$ cat src/rtl/opd_pkg.sv
// Shared types, sizes and float compare helpers for the dedup chain.
package opd_pkg;

  localparam int unsigned TableDepth = 256;
  localparam int unsigned ValueW     = 32;
  localparam int unsigned PosW       = 8;

  // Token handed from cell to cell, one per chain slot.
  typedef struct packed {
    logic              valid;   // slot holds a transaction
    logic              start;   // transaction opens a new sequence
    logic              placed;  // already stored in an upstream cell
    logic              dup;     // matched an upstream entry, no result
    logic [PosW-1:0]   pos;     // running index, wraps at 8 bits
    logic [ValueW-1:0] value;
  } token_t;

  function automatic logic is_nan(input logic [ValueW-1:0] v);
    return (v[30:23] == 8'hFF) && (v[22:0] != 23'd0);
  endfunction

  // Float equality: +0 == -0, NaN matches nothing.
  function automatic logic float_eq(input logic [ValueW-1:0] a,
                                    input logic [ValueW-1:0] b);
    logic both_zero;
    both_zero = (a[30:0] == 31'd0) && (b[30:0] == 31'd0);
    if (is_nan(a) || is_nan(b)) begin
      return 1'b0;
    end
    return both_zero || (a == b);
  endfunction

endpackage

$ cat src/rtl/opd_cell.sv
// One table entry of the dedup chain plus its outgoing token register.
module opd_cell (
  input  logic            clk_i,
  input  logic            rst_ni,
  input  logic            en_i,
  input  opd_pkg::token_t tok_i,
  output opd_pkg::token_t tok_o
);
  import opd_pkg::*;

  logic              entry_valid_q, entry_valid_d;
  logic [ValueW-1:0] entry_q, entry_d;
  token_t            tok_q, tok_d;
  logic              live, eff_valid, hit, store;

  always_comb begin
    live      = tok_i.valid && !tok_i.placed && !tok_i.dup;
    // a start token sees the table as already cleared
    eff_valid = entry_valid_q && !tok_i.start;
    hit       = live && eff_valid && float_eq(tok_i.value, entry_q);
    store     = live && !eff_valid;

    tok_d = tok_i;
    if (store) begin
      tok_d.placed = 1'b1;
    end
    if (hit) begin
      tok_d.dup = 1'b1;
    end
    if (live && eff_valid && !hit) begin
      tok_d.pos = tok_i.pos + PosW'(1);
    end

    entry_valid_d = entry_valid_q;
    entry_d       = entry_q;
    if (store) begin
      entry_valid_d = 1'b1;
      entry_d       = tok_i.value;
    end else if (tok_i.valid && tok_i.start) begin
      entry_valid_d = 1'b0;
    end
  end

  always_ff @(posedge clk_i or negedge rst_ni) begin
    if (!rst_ni) begin
      entry_valid_q <= 1'b0;
      tok_q         <= '0;
    end else if (en_i) begin
      entry_valid_q <= entry_valid_d;
      tok_q         <= tok_d;
    end
  end

  always_ff @(posedge clk_i) begin
    if (en_i) begin
      entry_q <= entry_d;
    end
  end

  assign tok_o = tok_q;

endmodule

$ cat config.mk
export PLATFORM = sky130hd
export DESIGN_NAME = opd_cell
export DESIGN_NICKNAME = d
export VERILOG_FILES = /design/src/rtl/opd_pkg.sv /design/src/rtl/opd_cell.sv
export SDC_FILE = /design/constraint.sdc
export NUM_CORES = 1
export LEC_CHECK = 0
export BUFFER_PORTS_ARGS = -buffer_cell sky130_fd_sc_hd__buf_2
export CORE_UTILIZATION = 40
export DETAILED_ROUTE_END_ITERATION = 8
export SKIP_LAST_GASP = 1
export SLEW_MARGIN = 20
export SYNTH_ARGS = -nofsm -noshare
export SYNTH_HDL_FRONTEND = slang
export SYNTH_SLANG_ARGS = --single-unit
$ cat constraint.sdc
create_clock -name clk_i -period 5 [get_ports clk_i]
set_clock_uncertainty 0.05 [all_clocks]
set_input_delay 0 -clock clk_i [delete_from_list [all_inputs] [get_ports clk_i]]
set_output_delay 0 -clock clk_i [all_outputs]
set_load 0.01 [all_outputs]
==> results of run 1 <==
[registers in the layout, summed over array words and instances, names as in the netlist]
name	cells
entry_q	32
entry_valid_q	1
tok_o	44
[cells by family (layout without fill, tap and decap cells)]
family          count (synthesis)  count (layout)
fa+ha+maj                       1               1
buf+inv                        15             161
flops                          77              77
mux                            33              33
compound gates                 40              40
xor+xnor                       32              32
simple gates                   70              70
[worst paths after layout]
path                        startpoint         to  slack [ps]  depth (start not counted)
setup reg to reg           entry_q[30]  tok_o[38]        2130                          7
hold / removal                  rst_ni   tok_o[1]         150                          2
min in group clk_i                en_i  tok_o[33]         170                          2
setup / recovery           entry_q[30]  tok_o[38]        2130                          7
max in group asynchronous       rst_ni  tok_o[26]        4350                          2
hold reg to reg               tok_o[4]   tok_o[4]         450                          1
[power by group through the flow]
stage | Combinational (µW) | Sequential, µW | Clock (µW)
6_report | 221 | 722 | 469
5_1_grt | 241 | 729 | 506
4_1_cts | 222 | 723 | 479
3_5_place_dp | 194 | 736 | 0
3_3_place_gp | 192 | 734 | 0
2_1_floorplan | 82.4 | 753 | 0
[stage by stage]
step / hold slack [ps] / total power [µW] / cells
floorplan: -346 / 836 / 268
global placement: 177 / 926 / 460
detailed placement: 174 / 930 / 460
CTS: 348 / 1420 / 522
global route: 207 / 1480 / 522
finish: 145 / 1410 / 522
[area by class of cell]
cell class                 count  area (µm²)  area share
timing repair buffer         137         923       0.190
sequential                    77        2090       0.429
tap                          108         135      0.0278
multi-input combinational    176        1500       0.308
clock buffer                  11         131      0.0270
clock inverter                 5        60.1      0.0124
inverter                       8        30.0     0.00618
[synth_stat cells, types with 3 or more instances]
library cell,count
xor2_1,31
a31oi_1,3
nand3_1,7
nor3_1,6
a21oi_1,4
o21ai_0,3
inv_1,8
mux2_2,33
edfxtp_1,32
nor4_1,15
o21ai_1,4
clkbuf_1,4
nand4_1,9
nor2_1,8
nor4_2,6
nand2_1,8
dfrtp_1,45
[timing repair]
action                                 4_1_cts  5_1_grt
endpoints found under the hold margin      122        0
resized for setup                            0        0
hold buffers                                46        0
[per-layer routing]
metal  wire length, µm  GRT usage  vias up  share of wire
met3               324     0.0367       16          0.039
met5                 0          0        -              0
met1              3920      0.249     1321           0.47
met2              3900      0.298       75           0.47
met4               158     0.0839        0          0.019
li1                  -          -     1320              -
==> metrics, run 1 <==
status=complete, but fails checks; failing checks=DRC; pin count of the biggest net entering global routing=57; global-route wire length before repair=13.9 mm; Final nets=457; sw frac=0.260; Post-CTS Repair Setup Buffers=0; Worst path max stage delay=570 ps; dpl cell area=4210 µm²; most common cell after layout, fill and taps aside=buf_2; max-cap viol count=0; CP Data Arrival Time=3050 ps; Post-Synth XOR/XNOR Area=0.0786; Post-Synthesis Cells=268; gr ovfl total=0; RSZ-0062 raised after global routing=false; Final period util=0.574; GPL Wtd Cong=0.781; Initial Utilization=0.416; DR pass1 iterations=6; Pwr Density=290 nW/µm²; CTS tree=done; Routed Antenna Nets=0; cells along the critical path=xor2_1, nor4_2, nand4_2, o311ai_4, a21oi_2, a311o_1, dlygate4sd3_1; main area contributors after synthesis=dfrtp_1 (31%), edfxtp_1 (26%), mux2_2 (10%); synth unique cells=52; VDD IR max=167 µV; most frequent cells in the layout=buf_2 (88), dlygate4sd3_1 (46), dfrtp_1 (45); Sequential Power Share=0.512; Internal=1040 µW; Synth area leader=dfrtp_1; residual DRC count=14; Synth Register Bits=77; CP Max Fanout=8; Clock Path Buffers=2; syn avg cell area=13.7 µm²; clk root buf=clkbuf_8; Crit path max-delay family=compound AO/OA/AOI/OAI gates; Seq/Total Area, Yosys=0.570; Tmin final=2870 ps; leakage power total=0.00195 µW; die area=9540 µm²; overall die width=97.7 µm; mapped cell area=3660 µm²; post-place setup slack=2720 ps; Synth Area in Compound Gates=0.0930; Synth warnings=0; fin area=4860 µm²; Worst-Skew Late Latency=350 ps; fin util=0.552; final hold vios=0; Buf/Inv on CP=1; Post-Synth Adder-Cell Area=0.00342; part of the power in combinational logic=0.156; CP startpoint kind=flip-flop; clock sink count=77; 1st-iter DRT viols=94; CP Capture Type=flip-flop; layout cells sized above 1=0.389; Hold/Removal Path Class=in2async; Tightest Pin Transition=650 ps; required time of the critical path=5180 ps; Diodes inserted=0; PnR worst setup slack=2130 ps; Core Region=8810 µm²; drt total wl=8.30 mm; mux contribution to synthesized area=0.102; ys flop type=dfrtp_1; antenna violations before repair=0; setup violators final=0; Die Ht=97.7 µm; NetSw=368 µW; GRT Total Usage=0.188; Slowest-stage cell, CP=dlygate4sd3_1; TritonCTS Buffers=9; post-DP HPWL=5.65 mm; # IOs=91; max-slew violations=0; # fillers=755; Clock transition at path regs=80 ps; port buffer count=90; Slew HR=0.566; f_max=348 MHz; DR vias=2732; Area Overhead vs Synth=32.9%; Vias/cell=5.23; EDFF count, synth=32; wire length per cell=15.9 µm; Setup Crit Path Kind=reg2reg; Total Neg Setup Slack=0 ps; Clk pwr share=0.332; simple-gate share of the synthesized area=0.130; # rows=34; Post-synth ARST share=0.584; htree depth=3; number of global-route vias before repair=2797; main combinational cell family by area after synthesis=simple AND/OR/NAND/NOR gates; syn nets=316; top cell type's share of synthesized area=0.308
(Power assumes the default switching activity.)
==> run 2, diff against run 1 <==
--- a/config.mk
+++ b/config.mk
@@ -8,6 +8,7 @@
 export BUFFER_PORTS_ARGS = -buffer_cell sky130_fd_sc_hd__buf_2
 export CORE_UTILIZATION = 40
 export DETAILED_ROUTE_END_ITERATION = 8
+export PLACE_DENSITY = 0.65
 export SKIP_LAST_GASP = 1
 export SLEW_MARGIN = 20
 export SYNTH_ARGS = -nofsm -noshare
==> constraint.sdc (replaced) <==
create_clock -name clk_i -period 2.33 [get_ports clk_i]
set_clock_uncertainty 0.05 [all_clocks]
set_input_delay 0 -clock clk_i [delete_from_list [all_inputs] [get_ports clk_i]]
set_output_delay 0 -clock clk_i [all_outputs]
set_load 0.01 [all_outputs]
==> metrics, run 2 (same netlist as run 1, synthesis figures left out) <==
clk root buf=clkbuf_8; gr ovfl total=0 (unchanged); Final nets=464 (+1.5%); Initial Utilization=0.416 (unchanged); Area Overhead vs Synth=35.5%; DR pass1 iterations=6 (unchanged); GRT Total Usage=0.197 (+0.00968); Tightest Pin Transition=593 ps (-57.3 ps); DR vias=2781 (+1.8%); htree depth=3 (unchanged); VDD IR max=315 µV (+88%); required time of the critical path=2530 ps (-2650 ps); antenna violations before repair=0 (unchanged); Tmin final=2180 ps (-690 ps); Final period util=0.936 (+0.362); TritonCTS Buffers=9 (unchanged); number of global-route vias before repair=2863 (+2.4%); setup violators final=0 (unchanged); Largest register FFs=44 (unchanged); Worst-Skew Late Latency=350 ps (about the same); Worst path max stage delay=420 ps (-150 ps); CTS tree=done; hold path cells=3; final hold vios=0 (unchanged); drt total wl=8.78 mm (+5.8%); pin count of the biggest net entering global routing=46 (-19%); Diodes inserted=0 (unchanged); status=complete, but fails checks; clock sink count=77 (unchanged); # fillers=735 (-2.6%); dpl cell area=4230 µm² (+0.57%); Clock Path Buffers=2 (unchanged); Routed Antenna Nets=0 (unchanged); # IOs=91 (unchanged); # rows=34 (unchanged); worst reg2reg path depth=7 (unchanged); die area=9540 µm² (unchanged); global-route wire length before repair=14.5 mm (+3.8%); Slowest-stage cell, CP=edfxtp_1; Die Ht=97.7 µm (unchanged); failing checks=DRC; hold slack=20.9 ps (-124 ps); Tot Pwr=3140 µW (+120%); port buffer count=90 (unchanged); fin area=4960 µm² (+2.0%); CP Capture Type=flip-flop; most common cell after layout, fill and taps aside=buf_2; wire length per cell=16.6 µm (+4.4%); cells along the critical path=xor2_1, nor4_2, nand4_2, buf_4, o311ai_4, a21oi_2, o311ai_2; residual DRC count=6 (-8); Slew HR=0.605 (+0.0382); leakage power total=0.00200 µW (+2.3%); layout cells sized above 1=0.404 (+0.0149); max-cap viol count=0 (unchanged); Vias/cell=5.26 (+0.45%); post-DP HPWL=6.08 mm (+7.7%); CP startpoint kind=flip-flop; Core Region=8810 µm² (unchanged); max-slew violations=0 (unchanged); Pwr Density=633 nW/µm² (+120%); Clock transition at path regs=80 ps (about the same); CP Data Arrival Time=2390 ps (-660 ps); f_max=458 MHz (+32%); GPL Wtd Cong=0.797 (+2.1%); overall die width=97.7 µm (unchanged); most frequent cells in the layout=buf_2 (89), dfrtp_1 (45), dlygate4sd3_1 (45); Hold/Removal Path Class=in2reg; 1st-iter DRT viols=134 (+43%); CP Max Fanout=8 (unchanged); Setup Crit Path Kind=reg2reg
run 2: final cells by class:
class | count | area [µm²] | area share
flip-flops and latches | 77 | 2090 | 0.421
multi-input cells | 176 | 1520 | 0.307
repair buffers | 144 | 971 | 0.196
well taps | 108 | 135 | 0.0273
clock buffers | 10 | 128 | 0.0257
clock inverters | 6 | 87.6 | 0.0177
inverters | 8 | 30.0 | 0.00606
run 2: report_power, final:
group / total (µW) / internal, µW / leakage, µW / switching [µW]
Sequential: 1550 / 1510 / 0.000814 / 44.8
Combinational: 484 / 237 / 0.00108 / 247
Clock: 1110 / 604 / 0.000101 / 503
run 2: repair_timing:
| action | in CTS | in global routing |
|---|---|---|
| hold buffers | 45 | 0 |
| buffers inserted | 0 | 6 |
| setup endpoints to repair | 0 | 4 |
| hold endpoints to repair | 122 | 0 |
| resized for setup | 0 | 2 |
run 2: metal layers:
layer,vias to the layer above,share of wire,global-route usage
li1,1326,-,-
met4,0,0.022,0.0851
met3,15,0.039,0.0417
met2,91,0.47,0.302
met1,1349,0.47,0.271
met5,-,0,0
run 2: final timing paths:
kind                                    start       endpoint  slack [ps]
worst max-delay path              entry_q[30]      tok_o[37]         150
worst min-delay path                tok_i[35]      tok_o[38]          20
min in group asynchronous              rst_ni      tok_o[21]         150
worst max register to register    entry_q[30]      tok_o[37]         150
max in group asynchronous              rst_ni       tok_o[9]        1680
worst min register to register  entry_valid_q  entry_valid_q         440
run 2: worst max-delay path: cells and delay by family, from the launching register on:
family	cells	cell delay, ps
AOI/OAI and AO/OA	3	810
xor gates and xnor gates	1	180
buffers and inverters	1	190
DFF	1	420
and+or+nand+nor	2	430
run 2: stage by stage:
step                      setup slack [ps]   util  TNS [ps]  instances
after CTS                             62.5  0.556         0        523
after global placement                88.0  0.480         0        462
after floorplan                        160      -         0        268
after global routing                 -2.25  0.563     -2.25        529
final                                  149  0.563         0        529
after detailed placement              57.0  0.480         0        462
==> run 3, diff against run 2 <==
--- a/config.mk
+++ b/config.mk
@@ -6,9 +6,11 @@
 export NUM_CORES = 1
 export LEC_CHECK = 0
 export BUFFER_PORTS_ARGS = -buffer_cell sky130_fd_sc_hd__buf_2
-export CORE_UTILIZATION = 40
+export CELL_PAD_IN_SITES_DETAIL_PLACEMENT = 1
+export CELL_PAD_IN_SITES_GLOBAL_PLACEMENT = 2
+export CORE_UTILIZATION = 32
 export DETAILED_ROUTE_END_ITERATION = 8
-export PLACE_DENSITY = 0.65
+export PLACE_DENSITY_LB_ADDON = 0.1
 export SKIP_LAST_GASP = 1
 export SLEW_MARGIN = 20
 export SYNTH_ARGS = -nofsm -noshare
==> metrics, run 3 (same netlist as run 1, synthesis figures left out) <==
status=finished, final reports clean; Pwr Density=680 nW/µm² (+7.4%); DR pass1 iterations=6 (unchanged); Slew HR=0.570 (-0.0349); # fillers=1188 (+62%); antenna violations before repair=0 (unchanged); port buffer count=90 (unchanged); Sequential Power Share=0.448 (-0.046); # rows=38 (+12%); max-slew violations=0 (unchanged); clk root buf=clkbuf_16; most frequent cells in the layout=buf_2 (90), dfrtp_1 (45), dlygate4sd3_1 (45); Routed Antenna Nets=0 (unchanged); Tmin final=2220 ps (+38.9 ps); clock sink count=77 (unchanged); Die Ht=109 µm (+12%); PnR worst setup slack=110 ps (-38.9 ps); hold path cells=3 (unchanged); f_max=450 MHz (-1.8%); Clock transition at path regs=60 ps (-20 ps); global-route wire length before repair=15.5 mm (+7.4%); GPL Wtd Cong=0.715 (-10%); layout cells sized above 1=0.406 (+0.00193); Sequential Area=2090 µm² (unchanged); Tot Pwr=3470 µW (+10%); Reg2Reg Setup Slack=120 ps (-30 ps); RSZ-0062 raised after global routing=false; gr ovfl total=0 (unchanged); CP startpoint kind=primary input; required time of the critical path=2500 ps (-30 ps); Vias/cell=5.04 (-4.1%); wire length per cell=17.1 µm (+3.0%); Total Neg Setup Slack=0 ps (unchanged); die area=11900 µm² (+24%); Area Overhead vs Synth=39.2%; post-DP HPWL=6.53 mm (+7.3%); footprint of the multi-input gates=1540 µm² (+1.6%); Reg-to-Reg End=tok_o[38]; setup violators final=0 (unchanged); CP Max Fanout=6 (-2); Clk pwr share=0.413 (+0.061); Core Region=11000 µm² (+25%); sw frac=0.248 (-0.00483); post-place setup slack=6.22 ps (-50.8 ps); GRT Total Usage=0.175 (-0.0219); Final period util=0.953 (+0.0167); overall die width=109 µm (+12%); NetSw=860 µW (+8.3%); r2r startpoint=entry_q[7]; CP Data Arrival Time=2390 ps (about the same); residual DRC count=0 (-6); CTS tree=done; Setup Crit Path Kind=in2reg; DR vias=2819 (+1.4%); number of global-route vias before repair=3007 (+5.0%); leakage power total=0.00204 µW (+2.3%); drt total wl=9.55 mm (+8.9%); Hold/Removal Path Class=in2reg; Final nets=462 (-0.43%); pin count of the biggest net entering global routing=55 (+20%); # IOs=91 (unchanged); final hold vios=0 (unchanged); Clock Path Buffers=2 (unchanged); part of the power in combinational logic=0.139 (-0.015); Worst-Skew Late Latency=340 ps (about the same); 1st-iter DRT viols=53 (-60%); fin area=5100 µm² (+2.8%); most common cell after layout, fill and taps aside=buf_2; TritonCTS Buffers=9 (unchanged); htree depth=3 (unchanged); CP Capture Type=flip-flop; VDD IR max=312 µV (-0.81%); dpl cell area=4270 µm² (+0.95%); Initial Utilization=0.333 (-0.0824); worst reg2reg path depth=7 (unchanged); Tightest Pin Transition=645 ps (+52.3 ps); Largest register FFs=44 (unchanged); Diodes inserted=0 (unchanged); max-cap viol count=0 (unchanged); Internal=2610 µW (+11%); hold path endpoint=tok_o[35]; hold path startpoint=tok_i[35]
==> run 3: cell count changes in the layout (fill, tap and decap cells not counted), sizes merged <==
cell / change
bufinv: -1
clkinv: +1
buf: -2
clkbuf: +1
clkinvlp: -1
==> run 3: worst max-delay path: stages <==
cell           delay (ps)
dlygate4sd3_1         540
buf_2                 150
nor4_1                350
nand4_1               270
or3_4                 500
o311ai_4              100
buf_6                 160
a21oi_2                50
a311o_1               260
==> run 3: power groups by stage <==
stage	logic (µW)	clock network (µW)	registers [µW]
final	483	1430	1550
after global routing	535	1520	1570
after CTS	487	1470	1550
after detailed placement	429	0	1580
after global placement	427	0	1580
after floorplan	179	0	1620
==> run 3: cell type report <==
cell class	count	share of cell area
clock buffer	11	0.0476
clock inverter	5	0.0118
inverter	8	0.00589
multi-input combinational	176	0.303
sequential	77	0.410
tap	140	0.0344
timing repair buffer	142	0.188
==> run 3: routing by layer <==
| metal | wire length, µm | GRT usage | up-vias |
|---|---|---|---|
| met5 | 0 | 0 | - |
| met4 | 129 | 0.0521 | 0 |
| met3 | 413 | 0.0418 | 13 |
| met2 | 4760 | 0.298 | 74 |
| met1 | 4250 | 0.220 | 1410 |
| li1 | - | - | 1322 |
==> run 3: stage by stage <==
| stage | utilization | cells | hold WS [ps] |
|---|---|---|---|
| after floorplan | - | 268 | -346 |
| after global placement | 0.389 | 494 | 87.6 |
| after detailed placement | 0.389 | 494 | 92.9 |
| after CTS | 0.457 | 555 | 36.8 |
| after global routing | 0.464 | 559 | 56.2 |
| final | 0.464 | 559 | 50.6 |
==> run 3: repair_timing <==
item,CTS,global route
hold buffers,45,0
hold endpoints to repair,121,0
endpoints found under the setup margin,1,7
pin swaps,1,6
buffers inserted,0,4
gates cloned,0,0
gates resized for setup,0,6
==> run 3: how the worst max path moves through the flow <==
stage,startpoint,end,depth (start not counted)
2_1_floorplan,entry_valid_q,entry_q[0],2
3_3_place_gp,entry_q[30],tok_o[38],6
3_5_place_dp,entry_q[30],tok_o[38],6
4_1_cts,tok_i[11],tok_o[38],8
5_1_grt,entry_q[7],tok_o[38],7
6_report,tok_i[0],tok_o[38],9
